`src/sv/gcrd_pkg.sv`:
```
package gcrd_pkg;

    // Fixed-point constants (radian angles have 30 fraction bits; UDEG_ angles are microdegrees)
    localparam int CW     = 36;   // CORDIC x, y, z width
    localparam int MW     = 33;   // multiplier operand width
    localparam int PW     = 2 * MW;
    localparam int STEP_W = 6;    // sequence counter width
    localparam int DIV_STEPS = 6; // reciprocal multiply, quotient, back-multiply, remainder, two corrections
    localparam int SQ_STEPS  = 31;

    localparam logic signed [MW-1:0] PI_Q30   = 33'sd3373259426;
    localparam logic signed [CW-1:0] GAIN_INV = 36'sd652032874;
    localparam logic signed [30:0]   UDEG_180 = 31'sd180000000;
    localparam logic signed [30:0]   UDEG_360 = 31'sd360000000;
    localparam logic signed [30:0]   UDEG_90  = 31'sd90000000;
    localparam logic [27:0]          DIV_D    = 28'd180000000;
    // floor(2^59 / 180e6)
    localparam logic [31:0]          DIV_RECIP = 32'd3202559735;
    localparam logic [23:0]          RADIUS_RST = 24'd6378388;

    // Datapath operation codes
    localparam logic [4:0] OP_NONE    = 5'd0;
    localparam logic [4:0] OP_LOAD    = 5'd1;
    localparam logic [4:0] OP_ANGLE   = 5'd2;
    localparam logic [4:0] OP_REDUCE  = 5'd3;
    localparam logic [4:0] OP_FOLD    = 5'd4;
    localparam logic [4:0] OP_MULZ    = 5'd5;
    localparam logic [4:0] OP_DIVINIT = 5'd6;
    localparam logic [4:0] OP_DIV     = 5'd7;
    localparam logic [4:0] OP_ZSIGN   = 5'd8;
    localparam logic [4:0] OP_ROT     = 5'd9;
    localparam logic [4:0] OP_STORE   = 5'd10;
    localparam logic [4:0] OP_MSS     = 5'd11;
    localparam logic [4:0] OP_MCC     = 5'd12;
    localparam logic [4:0] OP_T2      = 5'd13;
    localparam logic [4:0] OP_MTC     = 5'd14;
    localparam logic [4:0] OP_ARG     = 5'd15;
    localparam logic [4:0] OP_SQMUL   = 5'd16;
    localparam logic [4:0] OP_SQINIT  = 5'd17;
    localparam logic [4:0] OP_SQ      = 5'd18;
    localparam logic [4:0] OP_VECINIT = 5'd19;
    localparam logic [4:0] OP_VEC     = 5'd20;
    localparam logic [4:0] OP_THETA   = 5'd21;
    localparam logic [4:0] OP_MULR    = 5'd22;
    localparam logic [4:0] OP_ACC     = 5'd23;
    localparam logic [4:0] OP_FINISH  = 5'd24;

    typedef struct packed {
        logic [4:0]        op;
        logic [STEP_W-1:0] step;
        logic [1:0]        slot;
    } t_cmd;

    typedef struct packed {
        logic have_prev;
        logic last;
        logic reduce_ok;
        logic out_block;
    } t_stat;

    // atan(2^-k) in Q30
    function automatic logic signed [CW-1:0] atan_q30(input logic [4:0] k);
        logic signed [CW-1:0] v;
        unique case (k)
            5'd0:  v = 36'sh03243F6A8;
            5'd1:  v = 36'sh01DAC6705;
            5'd2:  v = 36'sh00FADBAFC;
            5'd3:  v = 36'sh007F56EA6;
            5'd4:  v = 36'sh003FEAB76;
            5'd5:  v = 36'sh001FFD55B;
            5'd6:  v = 36'sh000FFFAAA;
            5'd7:  v = 36'sh0007FFF55;
            5'd8:  v = 36'sh0003FFFEA;
            5'd9:  v = 36'sh0001FFFFD;
            5'd10: v = 36'sh0000FFFFF;
            5'd11: v = 36'sh00007FFFF;
            5'd12: v = 36'sh00003FFFF;
            5'd13: v = 36'sh00001FFFF;
            5'd14: v = 36'sh00000FFFF;
            5'd15: v = 36'sh000007FFF;
            5'd16: v = 36'sh000003FFF;
            5'd17: v = 36'sh000001FFF;
            5'd18: v = 36'sh000000FFF;
            5'd19: v = 36'sh0000007FF;
            5'd20: v = 36'sh0000003FF;
            5'd21: v = 36'sh0000001FF;
            5'd22: v = 36'sh0000000FF;
            5'd23: v = 36'sh00000007F;
            5'd24: v = 36'sh00000003F;
            5'd25: v = 36'sh00000001F;
            5'd26: v = 36'sh00000000F;
            5'd27: v = 36'sh000000008;
            5'd28: v = 36'sh000000004;
            5'd29: v = 36'sh000000002;
            5'd30: v = 36'sh000000001;
            default: v = '0;
        endcase
        return v;
    endfunction

endpackage

```
`src/sv/gcrd_ctrl.sv`:
```
module gcrd_ctrl #(
    parameter int CORDIC_STEPS = 24
) (
    input  logic            i_clk,
    input  logic            i_rst_n,
    input  logic            i_in_valid,
    output logic            o_in_ready,
    input  gcrd_pkg::t_stat i_stat,
    output gcrd_pkg::t_cmd  o_cmd
);

    localparam logic [4:0] S_IDLE    = 5'd0;
    localparam logic [4:0] S_ANGLE   = 5'd1;
    localparam logic [4:0] S_REDUCE  = 5'd2;
    localparam logic [4:0] S_FOLD    = 5'd3;
    localparam logic [4:0] S_MULZ    = 5'd4;
    localparam logic [4:0] S_DIVINIT = 5'd5;
    localparam logic [4:0] S_DIV     = 5'd6;
    localparam logic [4:0] S_ZSIGN   = 5'd7;
    localparam logic [4:0] S_ROT     = 5'd8;
    localparam logic [4:0] S_STORE   = 5'd9;
    localparam logic [4:0] S_MSS     = 5'd10;
    localparam logic [4:0] S_MCC     = 5'd11;
    localparam logic [4:0] S_T2      = 5'd12;
    localparam logic [4:0] S_MTC     = 5'd13;
    localparam logic [4:0] S_ARG     = 5'd14;
    localparam logic [4:0] S_SQMUL   = 5'd15;
    localparam logic [4:0] S_SQINIT  = 5'd16;
    localparam logic [4:0] S_SQ      = 5'd17;
    localparam logic [4:0] S_VECINIT = 5'd18;
    localparam logic [4:0] S_VEC     = 5'd19;
    localparam logic [4:0] S_THETA   = 5'd20;
    localparam logic [4:0] S_MULR    = 5'd21;
    localparam logic [4:0] S_ACC     = 5'd22;
    localparam logic [4:0] S_FINISH  = 5'd23;

    localparam logic [gcrd_pkg::STEP_W-1:0] DIV_LAST  = gcrd_pkg::STEP_W'(gcrd_pkg::DIV_STEPS - 1);
    localparam logic [gcrd_pkg::STEP_W-1:0] SQ_LAST   = gcrd_pkg::STEP_W'(gcrd_pkg::SQ_STEPS - 1);
    localparam logic [gcrd_pkg::STEP_W-1:0] CORD_LAST = gcrd_pkg::STEP_W'(CORDIC_STEPS - 1);

    logic [4:0]                  r_state, n_state;
    logic [gcrd_pkg::STEP_W-1:0] r_cnt, n_cnt;
    logic [1:0]                  r_slot, n_slot;
    logic                        in_fire;

    assign o_in_ready = (r_state == S_IDLE);
    assign in_fire    = o_in_ready && i_in_valid;

    // Command to the datapath follows the state
    always_comb begin
        o_cmd.step = r_cnt;
        o_cmd.slot = r_slot;
        unique case (r_state)
            S_IDLE:    o_cmd.op = in_fire ? gcrd_pkg::OP_LOAD : gcrd_pkg::OP_NONE;
            S_ANGLE:   o_cmd.op = gcrd_pkg::OP_ANGLE;
            S_REDUCE:  o_cmd.op = gcrd_pkg::OP_REDUCE;
            S_FOLD:    o_cmd.op = gcrd_pkg::OP_FOLD;
            S_MULZ:    o_cmd.op = gcrd_pkg::OP_MULZ;
            S_DIVINIT: o_cmd.op = gcrd_pkg::OP_DIVINIT;
            S_DIV:     o_cmd.op = gcrd_pkg::OP_DIV;
            S_ZSIGN:   o_cmd.op = gcrd_pkg::OP_ZSIGN;
            S_ROT:     o_cmd.op = gcrd_pkg::OP_ROT;
            S_STORE:   o_cmd.op = gcrd_pkg::OP_STORE;
            S_MSS:     o_cmd.op = gcrd_pkg::OP_MSS;
            S_MCC:     o_cmd.op = gcrd_pkg::OP_MCC;
            S_T2:      o_cmd.op = gcrd_pkg::OP_T2;
            S_MTC:     o_cmd.op = gcrd_pkg::OP_MTC;
            S_ARG:     o_cmd.op = gcrd_pkg::OP_ARG;
            S_SQMUL:   o_cmd.op = gcrd_pkg::OP_SQMUL;
            S_SQINIT:  o_cmd.op = gcrd_pkg::OP_SQINIT;
            S_SQ:      o_cmd.op = gcrd_pkg::OP_SQ;
            S_VECINIT: o_cmd.op = gcrd_pkg::OP_VECINIT;
            S_VEC:     o_cmd.op = gcrd_pkg::OP_VEC;
            S_THETA:   o_cmd.op = gcrd_pkg::OP_THETA;
            S_MULR:    o_cmd.op = gcrd_pkg::OP_MULR;
            S_ACC:     o_cmd.op = gcrd_pkg::OP_ACC;
            S_FINISH:  o_cmd.op = (i_stat.last && i_stat.out_block) ?
                                  gcrd_pkg::OP_NONE : gcrd_pkg::OP_FINISH;
            default:   o_cmd.op = gcrd_pkg::OP_NONE;
        endcase
    end

    // Sequencing
    always_comb begin
        n_state = r_state;
        n_cnt   = r_cnt;
        n_slot  = r_slot;
        unique case (r_state)
            S_IDLE: begin
                if (in_fire) begin
                    n_slot  = 2'd0;
                    n_state = i_stat.have_prev ? S_ANGLE : S_FINISH;
                end
            end
            S_ANGLE:   n_state = S_REDUCE;
            S_REDUCE: begin
                if (i_stat.reduce_ok) n_state = S_FOLD;
            end
            S_FOLD:    n_state = S_MULZ;
            S_MULZ:    n_state = S_DIVINIT;
            S_DIVINIT: n_state = S_DIV;
            S_DIV: begin
                n_cnt = r_cnt + 1'b1;
                if (r_cnt == DIV_LAST) begin
                    n_cnt   = '0;
                    n_state = S_ZSIGN;
                end
            end
            S_ZSIGN:   n_state = S_ROT;
            S_ROT: begin
                n_cnt = r_cnt + 1'b1;
                if (r_cnt == CORD_LAST) begin
                    n_cnt   = '0;
                    n_state = S_STORE;
                end
            end
            S_STORE: begin
                n_slot  = r_slot + 1'b1;
                n_state = (r_slot == 2'd2) ? S_MSS : S_ANGLE;
            end
            S_MSS:     n_state = S_MCC;
            S_MCC:     n_state = S_T2;
            S_T2:      n_state = S_MTC;
            S_MTC:     n_state = S_ARG;
            S_ARG:     n_state = S_SQMUL;
            S_SQMUL:   n_state = S_SQINIT;
            S_SQINIT:  n_state = S_SQ;
            S_SQ: begin
                n_cnt = r_cnt + 1'b1;
                if (r_cnt == SQ_LAST) begin
                    n_cnt   = '0;
                    n_state = S_VECINIT;
                end
            end
            S_VECINIT: n_state = S_VEC;
            S_VEC: begin
                n_cnt = r_cnt + 1'b1;
                if (r_cnt == CORD_LAST) begin
                    n_cnt   = '0;
                    n_state = S_THETA;
                end
            end
            S_THETA:   n_state = S_MULR;
            S_MULR:    n_state = S_ACC;
            S_ACC:     n_state = S_FINISH;
            S_FINISH: begin
                if (!(i_stat.last && i_stat.out_block)) n_state = S_IDLE;
            end
            default:   n_state = S_IDLE;
        endcase
    end

    always_ff @(posedge i_clk) begin
        if (!i_rst_n) begin
            r_state <= S_IDLE;
            r_cnt   <= '0;
            r_slot  <= '0;
        end else begin
            r_state <= n_state;
            r_cnt   <= n_cnt;
            r_slot  <= n_slot;
        end
    end

endmodule

```
`config.mk`:
```
export PLATFORM = sky130hd
export DESIGN_NAME = gcrd_ctrl
export DESIGN_NICKNAME = d
export VERILOG_FILES = /design/src/sv/gcrd_pkg.sv /design/src/sv/gcrd_ctrl.sv
export SDC_FILE = /design/constraint.sdc
export NUM_CORES = 1
export LEC_CHECK = 0
export BUFFER_PORTS_ARGS = -buffer_cell sky130_fd_sc_hd__buf_2
export CORE_MARGIN = 8
export CORE_UTILIZATION = 55
export CTS_BUF_LIST = sky130_fd_sc_hd__clkbuf_16
export DETAILED_ROUTE_END_ITERATION = 7
export GPL_ROUTABILITY_DRIVEN = 0
export PLACE_DENSITY = 0.79
export SLEW_MARGIN = 15
export SYNTH_ARGS = -nofsm -noshare
export SYNTH_HDL_FRONTEND = slang
export SYNTH_SLANG_ARGS = --single-unit
```
`constraint.sdc`:
```
create_clock -name i_clk -period 4.39 [get_ports i_clk]
set_input_delay 1.317 -clock i_clk [delete_from_list [all_inputs] [get_ports i_clk]]
set_output_delay 1.317 -clock i_clk [all_outputs]
set_load 0.01 [all_outputs]
```
**Word-level counts from Yosys, hierarchy flattened**

Index checks and enable logic that the tools add are counted.

- $add $sub $neg: 2
- Equal/unequal tests: 34
- Multiplexer cells: 19
- Reduce and logical (&&, ||, !) cells: 8

Operators by type and width:

| cell | number |
|---|---|
| $pmux 5 s24 | 2 |
| $mux 5 | 9 |
| $eq 5x4->1 const B | 8 |
| $eq 5x5->1 const B | 8 |
| $eq 5x3->1 const B | 4 |
| $mux 6 | 3 |
| $pmux 6 s3 | 1 |
| $eq 6x5->1 const B | 2 |
| $ne 2x2->1 const B | 6 |
| $eq 5x2->1 const B | 2 |
| $reduce_and 7->1 | 1 |
| $add 6x1->6 const B | 1 |
| $eq 6x3->1 const B | 1 |
| $eq 5x1->1 const B | 1 |
| $logic_not 5->1 | 1 |
| $mux 4 | 1 |
| $pmux 2 s2 | 1 |
| $reduce_bool 3->1 | 1 |
| $add 2x1->2 const B | 1 |
| $eq 2x2->1 const B | 1 |
| $logic_and 1x1->1 | 2 |
| $mux 2 | 1 |
| $ne 2x1->1 const B | 1 |
| $reduce_and 2->1 | 1 |
| other kinds (3) | 3 |

- Register bits after elaboration: 13
- Bits of input ports: 7
- Output and inout bits: 14
- Word-level logic and storage cells: 66

**Logic depth before layout (Yosys ltp)**

- Depth in word-level cells: 4
- Gate-level depth with buffers: 7
- Mapped depth without buffers: 7

**Worst setup path before layout**

OpenSTA, ideal clock, no wires.

- Path kind: input-to-output
- From: input i_in_valid
- To: output o_cmd[8] (netlist bit)
- Arrival time: 1.674 ns
- Data required time: 3.073 ns
- Slack: 1.399 ns
- Cell stages on the path: 2
- Buffers on the path: 0
- Path through: nor4_1 -> a211oi_1

RTL lines:

| what | RTL line | RTL |
|---|---|---|
| start, declared | gcrd_ctrl.sv:6 | `input logic i_in_valid,` |
| end, declared | gcrd_ctrl.sv:9 | `output gcrd_pkg::t_cmd o_cmd` |

==> flow_summary.ini <==
[drt]
detail-route-antenna-nets = 0
drt_drc_violations_left = 0
wl_mm = 2.62
via_count = 1042
wire_per_inst_microns = 14.6
viasPerCell = 5.82
first_pass_iters = 4
drt_iter0_markers = 44

[clocking]
post_cts_resized = 0
cts_setup_buffers = 0
clk_path_buf_depth = 2
cts.sinks = 13
cts_hold_buffers = 0
h-tree-depth = 1
cts-root-buf = clkbuf_16
cts_tree = done
cts_buffers = 3
clk_latency_ps = 250
clk_pin_slew_ps = 50

[sta]
period_share = 0.731
max-slew-margin-rel = 0.456
fin_tns_setup_ps = 0
fmax_mhz = 312
fin_skew_ps = 3.33
setup_viol = 0
holdWs_ps = 568
worst_pin_slew_ps = 815
hold_viol_final = 0
final_max_slew_viol_count = 0
grt_setup_unrepaired = false
min_period_ps = 3210

[floorplanning]
core_region_area_sq_um = 1900
die_x_microns = 60.4
dieArea_sq_um = 3650
row_count = 16
start_util = 0.570
io-pin-count = 21
die_y_microns = 60.4

[global_routing]
antenna_found_initial = 0
grt_use_total = 0.160
grt_pass1_vias = 999
grt_first_pass_wirelength_mm = 4.50
grt_max_degree = 28
grt-ovfl-total = 0

[worst_setup_path]
cpMaxStageDelayCell = nor4_1
crit_type = in -> out
crit_path_end_kind = output port
cpMostUsedCell = buf_2
slowest_delay_ps = 220
arrival_ps = 1890
crit_chain = buf_2 > nor4_1 > a211oi_1 > buf_2
cp.required_ps = 3070
crit_fanout = 3
crit_path_start_kind = input port

[layout]
final_nets = 164
fillers = 172
drive_above_1_share = 0.237
diodes = 0
area_delta_synth_final_pct = 14.9

[min_path]
hold_class = reg -> reg

[logic_synthesis]
netlist_area_sq_um = 1080
synth_edf_count = 0
ys_async_sr_fraction = 0
synth_top_cell_by_area = dfxtp_1
netlist-cell-type-count = 49
ys_seq_area_frac = 0.240
ys_warn_count = 0
synth.avg_cell_area_sq_um = 7.80
synthCells = 139
synth_top_area_frac = 0.240
synth-seq-cells = 13
ys.flop_type = dfxtp_1
yosys-top-cells-area = dfxtp_1 (24%), xnor2_1 (6.5%), ha_1 (4.6%)
synth_fp_nets = 150

[pwr]
p_leak_nw = 0.494
power_density_nw_per_um2 = 496
power.total_mw = 0.617
ir_drop_v = 0.000395

[placed_design]
numPortBuffers = 20
place_hpwl_mm = 1.86

[run_status]
status = complete, no violations

[run]
cap_violations = 0
layer usage:
| metal | part of all wire | global-route usage | vias to the layer above |
|---|---|---|---|
| li1 | - | - | 527 |
| met1 | 0.45 | 0.196 | 476 |
| met5 | 0 | 0 | - |
| met3 | 0.063 | 0.0424 | 3 |
| met2 | 0.48 | 0.258 | 36 |
| met4 | 0.011 | 0.0612 | 0 |
per-stage QoR:
step | util | instances | cell area (sq um) | setup slack, ps
CTS | 0.655 | 179 | 1240 | 1180
global placement | 0.613 | 175 | 1170 | 1190
global route | 0.655 | 179 | 1240 | 1080
finish | 0.655 | 179 | 1240 | 1180
floorplan | - | 139 | 1080 | 1400
detailed placement | 0.613 | 175 | 1170 | 1180
registers in the layout, indices dropped and copies added, names as in the netlist:
register	cells
r_slot	2
r_cnt	6
r_state	5
layout by cell type (no fill, tap or decap), types with 2 or more instances in the layout:
master     instances
nand3b_1           3
and3_1             6
xnor2_1            8
a21oi_1            8
a211oi_1           4
a21o_1             2
buf_2             20
nand3_1            3
inv_1              7
clkbuf_16          3
nor2b_1            2
o21a_1             2
or2_2              3
nor3_1             3
dfxtp_1           13
o21ai_0            8
nor2_1            11
ha_1               4
nor4_1             3
nand2_1           12
synthesized netlist by cell type, types with 2 or more instances:
master and number:
nand2_1 12, clkbuf_1 6, inv_1 6, a21oi_1 8, xnor2_1 8, and3_1 6, nor3_1 3, nand3b_1 3
dfxtp_1 13, a211oi_1 4, o21a_1 2, o21ai_0 8, nor4_1 3, nor2b_1 2, nor2_1 11, ha_1 4
a21o_1 2, buf_2 2, nand3_1 3, buf_1 2, or2_2 3
path summary, 6_finish.rpt:
path | end | startpoint | depth (start not counted) | slack (ps)
setup reg to reg | r_state[0] | r_state[3] | 5 | 2120
hold reg to reg | r_cnt[5] | r_cnt[5] | 2 | 570
hold / removal | r_cnt[5] | r_cnt[5] | 2 | 570
setup / recovery | o_cmd[8] | i_in_valid | 4 | 1180
critical path, delay by kind of cell:
family,cells,cell delay (ps)
buf+inv,2,280
simple gates,1,220
compound gates,1,60
final cells by class:
type                       count  area (sq um)  area share
clock buffer                   3          75.1      0.0603
clock inverter                 1          3.75     0.00302
inverter                       6          22.5      0.0181
timing repair buffer          20           100      0.0804
sequential                    13           260       0.209
multi-input combinational    109           749       0.602
tap                           27          33.8      0.0271
report_power, final:
group,internal [mW],switching [mW]
clock network,0.120,0.0539
registers,0.138,0.0745
logic,0.115,0.116
cell families after synthesis:
group / synth area share
fa+ha+maj: 0.0462
mux: 0.0104
xor+xnor: 0.0728
buf+inv: 0.0681
flops: 0.240
compound gates: 0.230
simple gates: 0.333
No activity file was read; power rests on OpenSTA's default activity.
